File: config.mk
export PLATFORM = sky130hd
export DESIGN_NAME = arpc_ctrl
export DESIGN_NICKNAME = d
export VERILOG_FILES = /design/src/hdl/arp_cache_responder_core_macros.svh /design/src/hdl/arpc_pkg.sv /design/src/hdl/arpc_ctrl.sv
export SDC_FILE = /design/constraint.sdc
export NUM_CORES = 1
export LEC_CHECK = 0
export CAP_MARGIN = 10
export CORE_AREA = 3 3 249 251
export DETAILED_ROUTE_END_ITERATION = 6
export DIE_AREA = 0 0 252 254
export DONT_BUFFER_PORTS = 1
export GPL_TIMING_DRIVEN = 0
export HOLD_SLACK_MARGIN = 0.08
export PLACE_DENSITY = 0.42
export SLEW_MARGIN = 10
export SYNTH_ARGS = -nofsm -noshare
export SYNTH_HDL_FRONTEND = slang
export SYNTH_SLANG_ARGS = --single-unit
File: constraint.sdc
create_clock -name aclk -period 16.7 [get_ports aclk]
set_clock_uncertainty 0.15 [all_clocks]
set_input_delay 1.67 -clock aclk [delete_from_list [all_inputs] [get_ports aclk]]
set_output_delay 1.67 -clock aclk [all_outputs]
set_load 0.1 [all_outputs]
File: src/hdl/arp_cache_responder_core_macros.svh
// Assertion macros for the ARP cache and responder.
// Included by the top level; expects aclk and aresetn in scope.
`ifndef ARP_CACHE_RESPONDER_CORE_MACROS_SVH
`define ARP_CACHE_RESPONDER_CORE_MACROS_SVH

// Same-cycle implication, checked out of reset
`define ARPC_ASSERT_IMP(lbl, ante, cons, msg) \
    lbl: assert property (@(posedge aclk) disable iff (!aresetn) (ante) |-> (cons)) \
        else $error(msg);

// Next-cycle implication, checked out of reset
`define ARPC_ASSERT_NXT(lbl, ante, cons, msg) \
    lbl: assert property (@(posedge aclk) disable iff (!aresetn) (ante) |=> (cons)) \
        else $error(msg);

`endif

File: src/hdl/arpc_pkg.sv
// Shared types and constants for the ARP cache and responder.
// No dependencies; used by every module of the block.
package arpc_pkg;

    // Table size and derived widths
    localparam int TABLE_ENTRIES = 64;
    localparam int IDX_W         = (TABLE_ENTRIES > 1) ? $clog2(TABLE_ENTRIES) : 1;
    localparam int CNT_W         = $clog2(TABLE_ENTRIES + 1);

    // ARP header constants
    localparam logic [10:0] MIN_FRAME_LEN = 11'd28;
    localparam logic [15:0] HW_ETHERNET   = 16'h0001;
    localparam logic [15:0] PROTO_IPV4    = 16'h0800;
    localparam logic [15:0] OP_REQUEST    = 16'h0001;

    // Command codes
    localparam logic CMD_RX_PACKET = 1'b0;
    localparam logic CMD_LOOKUP    = 1'b1;

    // Result kinds
    localparam logic [1:0] KIND_NONE  = 2'd0;
    localparam logic [1:0] KIND_REPLY = 2'd1;
    localparam logic [1:0] KIND_HIT   = 2'd2;
    localparam logic [1:0] KIND_MISS  = 2'd3;

    localparam logic [47:0] MAC_BROADCAST = 48'hFFFF_FFFF_FFFF;

    // Register file
    localparam int          APB_ADDR_W = 4;
    localparam logic        REG_OWN_MAC = 1'b0;
    localparam logic        REG_OWN_IP  = 1'b1;

    typedef struct packed {
        logic        cmd;
        logic [10:0] frame_len;
        logic [15:0] hw_type;
        logic [15:0] proto_type;
        logic [15:0] arp_opcode;
        logic [47:0] sender_mac;
        logic [31:0] sender_ip;
        logic [31:0] target_ip_in;
        logic [31:0] query_ip;
    } in_item_t;

    typedef struct packed {
        logic [1:0]  result_kind;
        logic [47:0] dest_mac;
        logic [47:0] target_mac;
        logic [31:0] target_ip;
        logic [47:0] found_mac;
        logic        learned;
    } out_item_t;

    // Table write request
    typedef struct packed {
        logic             en;
        logic [IDX_W-1:0] addr;
        logic [31:0]      ip;
        logic [47:0]      mac;
    } tbl_wr_t;

    // Table read request
    typedef struct packed {
        logic             en;
        logic [IDX_W-1:0] addr;
    } tbl_rd_t;

    // Own addresses from the register file
    typedef struct packed {
        logic [47:0] own_mac;
        logic [31:0] own_ip;
    } own_cfg_t;

    // Sequencer status
    typedef struct packed {
        logic             busy;
        logic [CNT_W-1:0] entry_count;
    } ctrl_stat_t;

endpackage

File: src/hdl/arpc_ctrl.sv
// Sequencer: packet checks, linear table scan through one shared comparator,
// learning and result assembly. Depends on arpc_pkg.
module arpc_ctrl (
    input  logic                  aclk,
    input  logic                  aresetn,
    input  arpc_pkg::own_cfg_t    cfg,
    input  logic                  in_vld,
    output logic                  in_rdy,
    input  arpc_pkg::in_item_t    in_item,
    output logic                  res_vld,
    input  logic                  res_rdy,
    output arpc_pkg::out_item_t   res,
    output arpc_pkg::tbl_wr_t     tbl_wr,
    output arpc_pkg::tbl_rd_t     tbl_rd,
    input  logic [31:0]           tbl_rd_ip,
    input  logic [47:0]           tbl_rd_mac,
    output arpc_pkg::ctrl_stat_t  stat
);
    import arpc_pkg::*;

    localparam logic [1:0] ST_IDLE  = 2'd0;
    localparam logic [1:0] ST_CHECK = 2'd1;
    localparam logic [1:0] ST_SCAN  = 2'd2;
    localparam logic [1:0] ST_EMIT  = 2'd3;

    localparam logic [CNT_W-1:0] CNT_FULL = CNT_W'(TABLE_ENTRIES);
    localparam logic [IDX_W-1:0] IDX_LAST = IDX_W'(TABLE_ENTRIES - 1);

    logic [1:0]       state_reg,    state_next;
    in_item_t         item_reg,     item_next;
    logic [31:0]      key_reg,      key_next;
    logic             learn_reg,    learn_next;
    logic             reply_reg,    reply_next;
    logic [CNT_W-1:0] scan_idx_reg, scan_idx_next;
    logic             pend_vld_reg, pend_vld_next;
    logic [IDX_W-1:0] pend_idx_reg, pend_idx_next;
    logic [CNT_W-1:0] count_reg,    count_next;
    logic [IDX_W-1:0] ins_pos_reg,  ins_pos_next;
    out_item_t        res_reg,      res_next;

    logic pkt_ok;
    logic for_us;
    logic gratuitous;
    logic rd_more;
    logic match;

    assign pkt_ok = (item_reg.frame_len >= MIN_FRAME_LEN) &&
                    (item_reg.hw_type == HW_ETHERNET) &&
                    (item_reg.proto_type == PROTO_IPV4);
    assign for_us     = (item_reg.target_ip_in == cfg.own_ip);
    assign gratuitous = (item_reg.sender_ip == item_reg.target_ip_in);

    // shared comparator on the entry read last cycle
    assign rd_more = (scan_idx_reg < count_reg);
    assign match   = pend_vld_reg && (tbl_rd_ip == key_reg);

    always_comb begin
        state_next    = state_reg;
        item_next     = item_reg;
        key_next      = key_reg;
        learn_next    = learn_reg;
        reply_next    = reply_reg;
        scan_idx_next = scan_idx_reg;
        pend_vld_next = pend_vld_reg;
        pend_idx_next = pend_idx_reg;
        count_next    = count_reg;
        ins_pos_next  = ins_pos_reg;
        res_next      = res_reg;
        tbl_wr        = '0;
        tbl_rd        = '0;

        case (state_reg)
            ST_IDLE: begin
                if (in_vld) begin
                    item_next  = in_item;
                    state_next = ST_CHECK;
                end
            end

            // decide between lookup, learn or drop
            ST_CHECK: begin
                scan_idx_next = '0;
                pend_vld_next = 1'b0;
                res_next      = '0;
                reply_next    = for_us && (item_reg.arp_opcode == OP_REQUEST);
                if (item_reg.cmd == CMD_LOOKUP) begin
                    key_next   = item_reg.query_ip;
                    learn_next = 1'b0;
                    state_next = ST_SCAN;
                end else if (pkt_ok && (for_us || gratuitous)) begin
                    key_next   = item_reg.sender_ip;
                    learn_next = 1'b1;
                    state_next = ST_SCAN;
                end else begin
                    res_next.result_kind = KIND_NONE;
                    state_next           = ST_EMIT;
                end
            end

            // one entry read per cycle, compared in the next cycle
            ST_SCAN: begin
                if (match || (!rd_more && !pend_vld_reg)) begin
                    pend_vld_next = 1'b0;
                    state_next    = ST_EMIT;
                    res_next      = '0;
                    if (learn_reg) begin
                        tbl_wr.en  = 1'b1;
                        tbl_wr.ip  = key_reg;
                        tbl_wr.mac = item_reg.sender_mac;
                        if (match) begin
                            tbl_wr.addr = pend_idx_reg;
                        end else begin
                            tbl_wr.addr  = ins_pos_reg;
                            ins_pos_next = (ins_pos_reg == IDX_LAST) ? '0
                                         : ins_pos_reg + 1'b1;
                            if (count_reg < CNT_FULL) begin
                                count_next = count_reg + 1'b1;
                            end
                        end
                        res_next.learned = 1'b1;
                        if (reply_reg) begin
                            res_next.result_kind = KIND_REPLY;
                            res_next.dest_mac    = item_reg.sender_mac;
                            res_next.target_mac  = item_reg.sender_mac;
                            res_next.target_ip   = item_reg.sender_ip;
                        end else begin
                            res_next.result_kind = KIND_NONE;
                        end
                    end else if (match) begin
                        res_next.result_kind = KIND_HIT;
                        res_next.found_mac   = tbl_rd_mac;
                    end else begin
                        res_next.result_kind = KIND_MISS;
                        res_next.dest_mac    = MAC_BROADCAST;
                        res_next.target_ip   = key_reg;
                    end
                end else begin
                    tbl_rd.en     = rd_more;
                    tbl_rd.addr   = scan_idx_reg[IDX_W-1:0];
                    pend_vld_next = rd_more;
                    pend_idx_next = scan_idx_reg[IDX_W-1:0];
                    if (rd_more) begin
                        scan_idx_next = scan_idx_reg + 1'b1;
                    end
                end
            end

            // hand the result to the output register
            ST_EMIT: begin
                if (res_rdy) begin
                    state_next = ST_IDLE;
                end
            end

            default: begin
                state_next = ST_IDLE;
            end
        endcase
    end

    // control state
    always_ff @(posedge aclk) begin
        if (!aresetn) begin
            state_reg    <= ST_IDLE;
            count_reg    <= '0;
            ins_pos_reg  <= '0;
            pend_vld_reg <= 1'b0;
        end else begin
            state_reg    <= state_next;
            count_reg    <= count_next;
            ins_pos_reg  <= ins_pos_next;
            pend_vld_reg <= pend_vld_next;
        end
    end

    // payload and scan working registers
    always_ff @(posedge aclk) begin
        item_reg     <= item_next;
        key_reg      <= key_next;
        learn_reg    <= learn_next;
        reply_reg    <= reply_next;
        scan_idx_reg <= scan_idx_next;
        pend_idx_reg <= pend_idx_next;
        res_reg      <= res_next;
    end

    assign in_rdy           = (state_reg == ST_IDLE);
    assign res_vld          = (state_reg == ST_EMIT);
    assign res              = res_reg;
    assign stat.busy        = (state_reg != ST_IDLE);
    assign stat.entry_count = count_reg;

endmodule

==> results of run 1 <==
routing by layer:
| metal | track usage [%] | up-vias |
|---|---|---|
| li1 | - | 4180 |
| met1 | 18.25 | 4591 |
| met2 | 31.09 | 431 |
| met3 | 6.775 | 96 |
| met4 | 5.702 | 14 |
| met5 | 0 | - |
synth_stat cells, types with 2 or more instances:
| library cell | instances | area share [%] |
|---|---|---|
| sky130_fd_sc_hd__xor2_1 | 31 | 1.6 |
| sky130_fd_sc_hd__buf_1 | 3 | 0.064 |
| sky130_fd_sc_hd__dfxtp_1 | 16 | 1.8 |
| sky130_fd_sc_hd__nor2_1 | 22 | 0.47 |
| sky130_fd_sc_hd__clkbuf_1 | 39 | 0.84 |
| sky130_fd_sc_hd__nor3_1 | 4 | 0.11 |
| sky130_fd_sc_hd__mux2_2 | 33 | 2.1 |
| sky130_fd_sc_hd__nand2_1 | 35 | 0.75 |
| sky130_fd_sc_hd__and3_1 | 53 | 1.9 |
| sky130_fd_sc_hd__nor4b_1 | 3 | 0.15 |
| sky130_fd_sc_hd__inv_1 | 15 | 0.32 |
| sky130_fd_sc_hd__a22o_1 | 33 | 1.7 |
| sky130_fd_sc_hd__ha_1 | 13 | 0.93 |
| sky130_fd_sc_hd__and2_1 | 135 | 4.8 |
| sky130_fd_sc_hd__nor4_1 | 21 | 0.75 |
| sky130_fd_sc_hd__a31oi_1 | 2 | 0.072 |
| sky130_fd_sc_hd__or4_1 | 3 | 0.13 |
| sky130_fd_sc_hd__nor2b_1 | 2 | 0.072 |
| sky130_fd_sc_hd__o21ai_0 | 5 | 0.14 |
| sky130_fd_sc_hd__mux2i_1 | 2 | 0.11 |
| sky130_fd_sc_hd__o211ai_1 | 2 | 0.086 |
| sky130_fd_sc_hd__edfxtp_1 | 428 | 73 |
| sky130_fd_sc_hd__xnor2_1 | 74 | 3.7 |
| sky130_fd_sc_hd__or2_2 | 49 | 1.8 |
| sky130_fd_sc_hd__a21oi_1 | 16 | 0.46 |
| sky130_fd_sc_hd__nand3_1 | 8 | 0.23 |
| sky130_fd_sc_hd__nand4_1 | 23 | 0.82 |
layout by cell type, fill, tap and decap left out, types with 33 or more instances in the layout:
master,instances
sky130_fd_sc_hd__clkbuf_1,47
sky130_fd_sc_hd__clkbuf_16,53
sky130_fd_sc_hd__nand2_1,35
sky130_fd_sc_hd__and2_1,134
sky130_fd_sc_hd__and3_1,53
sky130_fd_sc_hd__xnor2_1,74
sky130_fd_sc_hd__edfxtp_1,428
sky130_fd_sc_hd__or2_2,49
sky130_fd_sc_hd__mux2_2,33
sky130_fd_sc_hd__a22o_1,33
cell families (layout without fill, tap and decap cells):
family | Yosys count | in the layout | share of synthesized area, %
flip-flops | 444 | 444 | 75.32
AND/OR/NAND/NOR | 364 | 364 | 12.24
XOR/XNOR | 105 | 105 | 5.259
AO/OA/AOI/OAI | 64 | 64 | 2.669
buffers and inverters | 61 | 169 | 1.338
multiplexers | 35 | 35 | 2.239
adder cells (fa/ha/maj) | 13 | 13 | 0.9301
other | 0 | 6 | 0
stage by stage:
step	worst slack, ps	cell area [um2]
after floorplan	4513	17490
after global placement	-772.8	18470
after detailed placement	8579	18880
after CTS	8579	20500
after global routing	8379	20510
final	8716	20510
final cells by class:
type,instances,area [um2]
repair buffers,16,355.3
plain buffers,44,171.4
fillers,5798,39620
diodes,6,15.01
flip-flops and latches,444,13170
multi-input cells,581,4138
clock buffers,62,1360
clock inverters,30,256.5
well taps,782,978.4
inverters,17,63.81
final timing paths:
path                          start  slack (ps)  cells past startpoint                    end
min          item_reg[25]$_DFFE_PP_         380                      1  key_reg[25]$_DFFE_PP_
max reg2reg   key_reg[17]$_DFFE_PP_       11820                     12  res[79]$_SDFFCE_PN0P_
min reg2reg  item_reg[25]$_DFFE_PP_         380                      1  key_reg[25]$_DFFE_PP_
max                   tbl_rd_ip[17]        8720                     10             tbl_wr[70]
==> PnR_summary.wiki, run 1 <==
{| class="wikitable"
! Metric !! Value
|-
| Deepest clock path buffer count || 3
|-
| Violation count after the first detailed-route iteration || 490
|-
| Tcrit/Tclk final || 47.81%
|-
| Summed instance area of the synthesized netlist || 17490 um2
|-
| Post-route DRC violation count || 0
|-
| CP max FO || 10
|-
| Fraction of final layout cells sized beyond drive strength 1 || 16.00%
|-
| Average wire length per cell after detail routing || 29.06 um
|-
| Count of boundary I/O pins || 651
|-
| Met3 WL || 5250 um
|-
| Setup TNS Final || 0 ps
|-
| Run status || finished, final reports clean
|-
| Data arrival time of the worst path || 6160 ps
|-
| CTS clock-pin slew for the worst setup and hold paths || 60 ps
|-
| Area inside the core boundary || 60130 um2
|-
| Average via count per standard cell || 4.698
|-
| Delay-heaviest family, CP || simple AND/OR/NAND/NOR gates
|-
| Distinct cell type count of the synthesized netlist || 43
|-
| Final Max Tran Viols || 0
|-
| Cell seen most often among critical-path stages || sky130_fd_sc_hd__clkbuf_1
|-
| Worst Path Buf+Inv || 3
|-
| Final Hold Violating Endpoints || 0
|-
| Flop and latch count out of synthesis || 444
|-
| Std cell rows || 90
|-
| Non-filler instance count after layout || 1982
|-
| Wire length on met1 || 20510 um
|-
| Maximum number of pins on one net before global-route repair || 58
|-
| Worst setup EP type || output pin
|-
| Buffers on Ports || 0
|-
| Final worst hold slack || 383.0 ps
|-
| Fraction of registers with async set or reset after synthesis || 0%
|-
| Layout overhead on the synthesized area || 17.29%
|-
| CP max stage cell || sky130_fd_sc_hd__and2_1
|-
| Critical-path cell list || xnor2_1, o211ai_1, or4_1, nor3_1, and4_1, o21ai_1, inv_2, clkbuf_1, clkbuf_1, and2_1
|-
| Slew headroom || 16.65%
|-
| Clock Root Buffer || sky130_fd_sc_hd__clkbuf_16
|-
| Final WL || 57590 um
|-
| Post-CTS Resized || 0
|-
| Vertical extent of the die || 254 um
|-
| FMAX || 125.2 MHz
|-
| Clock tree from TritonCTS || done
|-
| Synthesized instance count || 1086
|-
| Mapped Nets || 1467
|-
| Category of the worst setup path launch point || input pin
|-
| Data required time of the worst path || 14880 ps
|-
| Flip-flop count of the largest register after layout || 202
|-
| Combined global-route utilization of all metal layers || 17.16%
|-
| Overall overflow remaining after global route || 0
|-
| Top_reg_cell synth || sky130_fd_sc_hd__edfxtp_1
|-
| Iteration count of the initial detailed-routing pass || 4
|-
| Post-layout minimum cycle time || 7984 ps
|-
| Post-route ant nets || 0
|-
| Global placement routability congestion || 0.8253
|-
| Total number of yosys warnings || 0
|-
| Number of antenna violations at the first check in global routing || 16
|-
| Overall via count from detail_route || 9312
|-
| Slowest cell delay on critical path || 1000 ps
|-
| Source-to-sink clock delay at the later pin of the worst-skew pair || 570 ps
|-
| Area enclosed by the die boundary || 64010 um2
|-
| H-Tree Depth || 2
|-
| Number of enable-type register cells in the synthesized netlist || 428
|-
| Portion of the post-synthesis area used by sequential elements || 75.32%
|-
| Post-CTS setup buffer count || 0
|-
| Unrepaired setup endpoints after global routing || false
|-
| Actual transition at the worst max-transition pin || 1251 ps
|-
| Uppermost routed layer || met5
|-
| Layout Utilization || 34.11%
|-
| Number of sinks driven by the clock tree || 444
|-
| Initial core utilization || 29.08%
|-
| Setup Viol. Count Final || 0
|-
| Number of max-cap violations || 0
|-
| Detailed-routed wire length on met2 || 30130 um
|-
| Chip Width || 252 um
|-
| Total CTS buffers || 50
|-
| Via count of the first global-routing pass || 9654
|-
| Global-route wire length before repair || 76760 um
|-
| Type of the setup path with the least slack || input pin to output pin
|-
| Total of hold buffers inserted after clock tree synthesis || 0
|-
| Final HPWL DP || 45450 um
|-
| Net count of the finished layout || 1535
|-
| Syn avg cell area || 16.10 um2
|-
| Placed instance count || 1884
|-
| Hold/Removal Path Class || flip-flop to flip-flop
|}
Power of run 1 is left out: the tool's default activity adds up to more than one toggle a clock period on the data nets, which glitch-free logic cannot reach.
==> inputs of run 2 (changes only) <==
ABC_AREA = 1   (was not set)
CORE_AREA = 3 3 250 252   (was 3 3 249 251)
DIE_AREA = 0 0 253 255   (was 0 0 252 254)
PLACE_DENSITY = 0.44   (was 0.42)
clock period = 7.1 ns   (was 16.7 ns; I/O delays follow)
==> PnR_summary.wiki, run 2 <==
{| class="wikitable"
! Metric !! Value
|-
| Buffers on Ports || 0 (unchanged)
|-
| H-Tree Depth || 2 (unchanged)
|-
| Violation count after the first detailed-route iteration || 614 (+25%)
|-
| Final Hold Violating Endpoints || 0 (unchanged)
|-
| Post-route DRC violation count || 0 (unchanged)
|-
| Combined global-route utilization of all metal layers || 16.98% (-0.18 points)
|-
| Flop and latch count out of synthesis || 444 (unchanged)
|-
| Vertical extent of the die || 255 um (+0.39%)
|-
| Post-route ant nets || 0 (unchanged)
|-
| Total CTS buffers || 50 (unchanged)
|-
| Fraction of final layout cells sized beyond drive strength 1 || 11.47% (-4.5 points)
|-
| Final Max Tran Viols || 0 (unchanged)
|-
| Count of boundary I/O pins || 651 (unchanged)
|-
| Layout overhead on the synthesized area || 27.63%
|-
| Final HPWL DP || 42920 um (-5.6%)
|-
| Clock Root Buffer || sky130_fd_sc_hd__clkbuf_16
|-
| Final WL || 56940 um (-1.1%)
|-
| Via count of the first global-routing pass || 11820 (+22%)
|-
| Post-Synth XOR/XNOR Area || 3.118% (-2.1 points)
|-
| Multiplexer area fraction after synthesis || 0% (-2.2 points)
|-
| Worst Path Buf+Inv || 2 (-1)
|-
| Fraction of registers with async set or reset after synthesis || 0% (unchanged)
|-
| Number of antenna violations at the first check in global routing || 7 (-9)
|-
| Met2 Resource Use GR || 30.84% (-0.25 points)
|-
| Post-layout minimum cycle time || 5475 ps
|-
| Portion of the post-synthesis area used by sequential elements || 73.27% (-2.0 points)
|-
| Run status || finished, final reports clean
|-
| Clock tree from TritonCTS || done
|-
| Net count of the finished layout || 2129 (+39%)
|-
| Worst setup EP type || output pin
|-
| Chip Width || 253 um (+0.40%)
|-
| Most instantiated library cell after synthesis || sky130_fd_sc_hd__edfxtp_1
|-
| Worst setup slack after layout || 1625 ps (-7091 ps)
|-
| Average wire length per cell after detail routing || 22.14 um (-24%)
|-
| Delay-heaviest family, CP || simple AND/OR/NAND/NOR gates
|-
| Syn avg cell area || 12.07 um2 (-25%)
|-
| Data arrival time of the worst path || 4620 ps (-1540 ps)
|-
| Number of enable-type register cells in the synthesized netlist || 428 (unchanged)
|-
| Iteration count of the initial detailed-routing pass || 4 (unchanged)
|-
| Flip-flop count of the largest register after layout || 202 (unchanged)
|-
| Met3 capacity usage during global routing || 6.585% (-0.19 points)
|-
| Number of sinks driven by the clock tree || 444 (unchanged)
|-
| Main combinational cell family by area after synthesis || simple AND/OR/NAND/NOR gates
|-
| Mapped Nets || 1871 (+28%)
|-
| Tcrit/Tclk final || 77.12%
|-
| Deepest clock path buffer count || 3 (unchanged)
|-
| Initial core utilization || 29.78% (+0.70 points)
|-
| Total number of yosys warnings || 0 (unchanged)
|-
| CP max FO || 10 (unchanged)
|-
| Final worst hold slack || 191.4 ps (-191.6 ps)
|-
| Top_reg_cell synth || sky130_fd_sc_hd__edfxtp_1
|-
| Slowest cell delay on critical path || 1090 ps (+90 ps)
|-
| Unrepaired setup endpoints after global routing || false
|-
| Post-CTS setup buffer count || 0 (unchanged)
|-
| Global routing met1 resource utilization || 18.42% (+0.17 points)
|-
| Data required time of the worst path || 6240 ps (-8640 ps)
|-
| Maximum number of pins on one net before global-route repair || 106 (+83%)
|-
| Post-CTS Resized || 0 (unchanged)
|-
| Actual transition at the worst max-transition pin || 1254 ps (+2.954 ps)
|-
| Area enclosed by the die boundary || 64520 um2 (+0.79%)
|-
| Commonest cells after routing, fill and taps aside || sky130_fd_sc_hd__edfxtp_1 (428), sky130_fd_sc_hd__nand2_1 (230), sky130_fd_sc_hd__inv_1 (221)
|-
| Global-route wire length before repair || 79810 um (+4.0%)
|-
| Area inside the core boundary || 60360 um2 (+0.37%)
|-
| CTS clock-pin slew for the worst setup and hold paths || 60 ps (about the same)
|-
| Compound-cell area share of the yosys netlist || 4.712% (+2.0 points)
|-
| Number of max-cap violations || 0 (unchanged)
|-
| Category of the worst setup path launch point || flip-flop
|-
| Distinct cell type count of the synthesized netlist || 34 (-21%)
|-
| Setup Viol. Count Final || 0 (unchanged)
|-
| Post-synthesis cell type with the largest combined area || sky130_fd_sc_hd__edfxtp_1
|-
| CP max stage cell || sky130_fd_sc_hd__dfxtp_1
|-
| Global placement routability congestion || 0.8267 (+0.17%)
|-
| Adder-cell area share of the yosys netlist || 0.9048% (-0.025 points)
|-
| Overall via count from detail_route || 11490 (+23%)
|-
| Critical-path cell list || inv_1, ha_1, nand2_1, nor2_1, nor2_1, nand3_1, nand2_1, nand2_4, nand2_2, clkbuf_1, nor2_2
|-
| FMAX || 182.6 MHz
|-
| Layout Utilization || 38.01% (+3.9 points)
|-
| Overall overflow remaining after global route || 0 (unchanged)
|-
| Most common cell after layout, fill and taps aside || sky130_fd_sc_hd__edfxtp_1
|-
| Type of the setup path with the least slack || flip-flop to output pin
|-
| GR peak layer || met2
|-
| Hold/Removal Path Class || input pin to flip-flop
|-
| Synthesized instance count || 1490 (+37%)
|-
| Average via count per standard cell || 4.468 (-4.9%)
|-
| Std cell rows || 90 (unchanged)
|-
| DP Worst Slack || 2028 ps (-6551 ps)
|-
| Source-to-sink clock delay at the later pin of the worst-skew pair || 580 ps (about the same)
|-
| Area share of the leading cell type in the synthesized netlist || 71.49% (-2.0 points)
|-
| Top post-synthesis cells by count || sky130_fd_sc_hd__edfxtp_1 (428), sky130_fd_sc_hd__nor2_1 (247), sky130_fd_sc_hd__nand2_1 (230)
|-
| Simple-gate portion of the synthesized area || 11.71% (-0.53 points)
|-
| Summed instance area of the synthesized netlist || 17980 um2 (+2.8%)
|-
| Dominant cells by area after synthesis || sky130_fd_sc_hd__edfxtp_1 (71%), sky130_fd_sc_hd__nor2_1 (5.2%), sky130_fd_sc_hd__nand2_1 (4.8%)
|-
| Slew headroom || 16.46% (-0.20 points)
|}
## run 2: cell types whose count changed after synthesis, sizes merged, moves of 16 or more
cell   previous run  this run
or2              49         0
xor2             31         6
and3             53         1
o21ai             6        96
inv              16       238
and2            135         0
xnor2            74        58
nor2             22       248
o22ai             1        33
nand2            35       238
a22o             33         0
mux2             33         0
## run 2: metrics by stage
step	instance area, um2	TNS [ps]	instances
final	22940	0	2572
after global routing	22940	0	2572
after CTS	22940	0	2569
after detailed placement	19310	0	2275
after global placement	18960	-507230	2272
after floorplan	17980	0	1490
## run 2: layout make-up
type                    count  area, um2
flip-flops and latches    444      13170
clock inverters            31      285.3
multi-input cells         760       3940
repair buffers            206       2107
diodes                      3      7.507
inverters                 239      915.9
well taps                 782      978.4
plain buffers              47      227.7
fillers                  5834      37410
clock buffers              60       1310
## run 2: worst paths after layout
kind,depth (start not counted),endpoint,slack [ps],from
min,2,res[2]$_SDFFCE_PP0P_,190,tbl_rd_mac[1]
max reg2reg,11,res[172]$_SDFFCE_PN0P_,2860,count_reg[6]$_SDFFE_PN0P_
min reg2reg,0,pend_idx_reg[4]$_DFFE_PN_,340,scan_idx_reg[4]$_SDFFCE_PN0P_
max,11,tbl_wr[48],1620,count_reg[6]$_SDFFE_PN0P_
## run 2: kinds of logic after synthesis
family | Yosys count
and+or+nand+nor | 526
DFF | 444
buffers and inverters | 286
AOI/OAI and AO/OA | 157
xor gates and xnor gates | 64
adders and majority gates | 13
## run 2: routing by layer
layer | up-vias | share of wire, %
li1 | 5459 | -
met1 | 5460 | 37
met2 | 489 | 52
met3 | 78 | 9.3
met4 | 6 | 2.3
met5 | - | 0.070
## run 2: timing repair
item | 4_1_cts | 5_1_grt
hold buffers | 203 | 0
endpoints found under the hold margin | 208 | 0
setup endpoints to repair | 0 | 0
Power of run 2 is left out for the same reason.
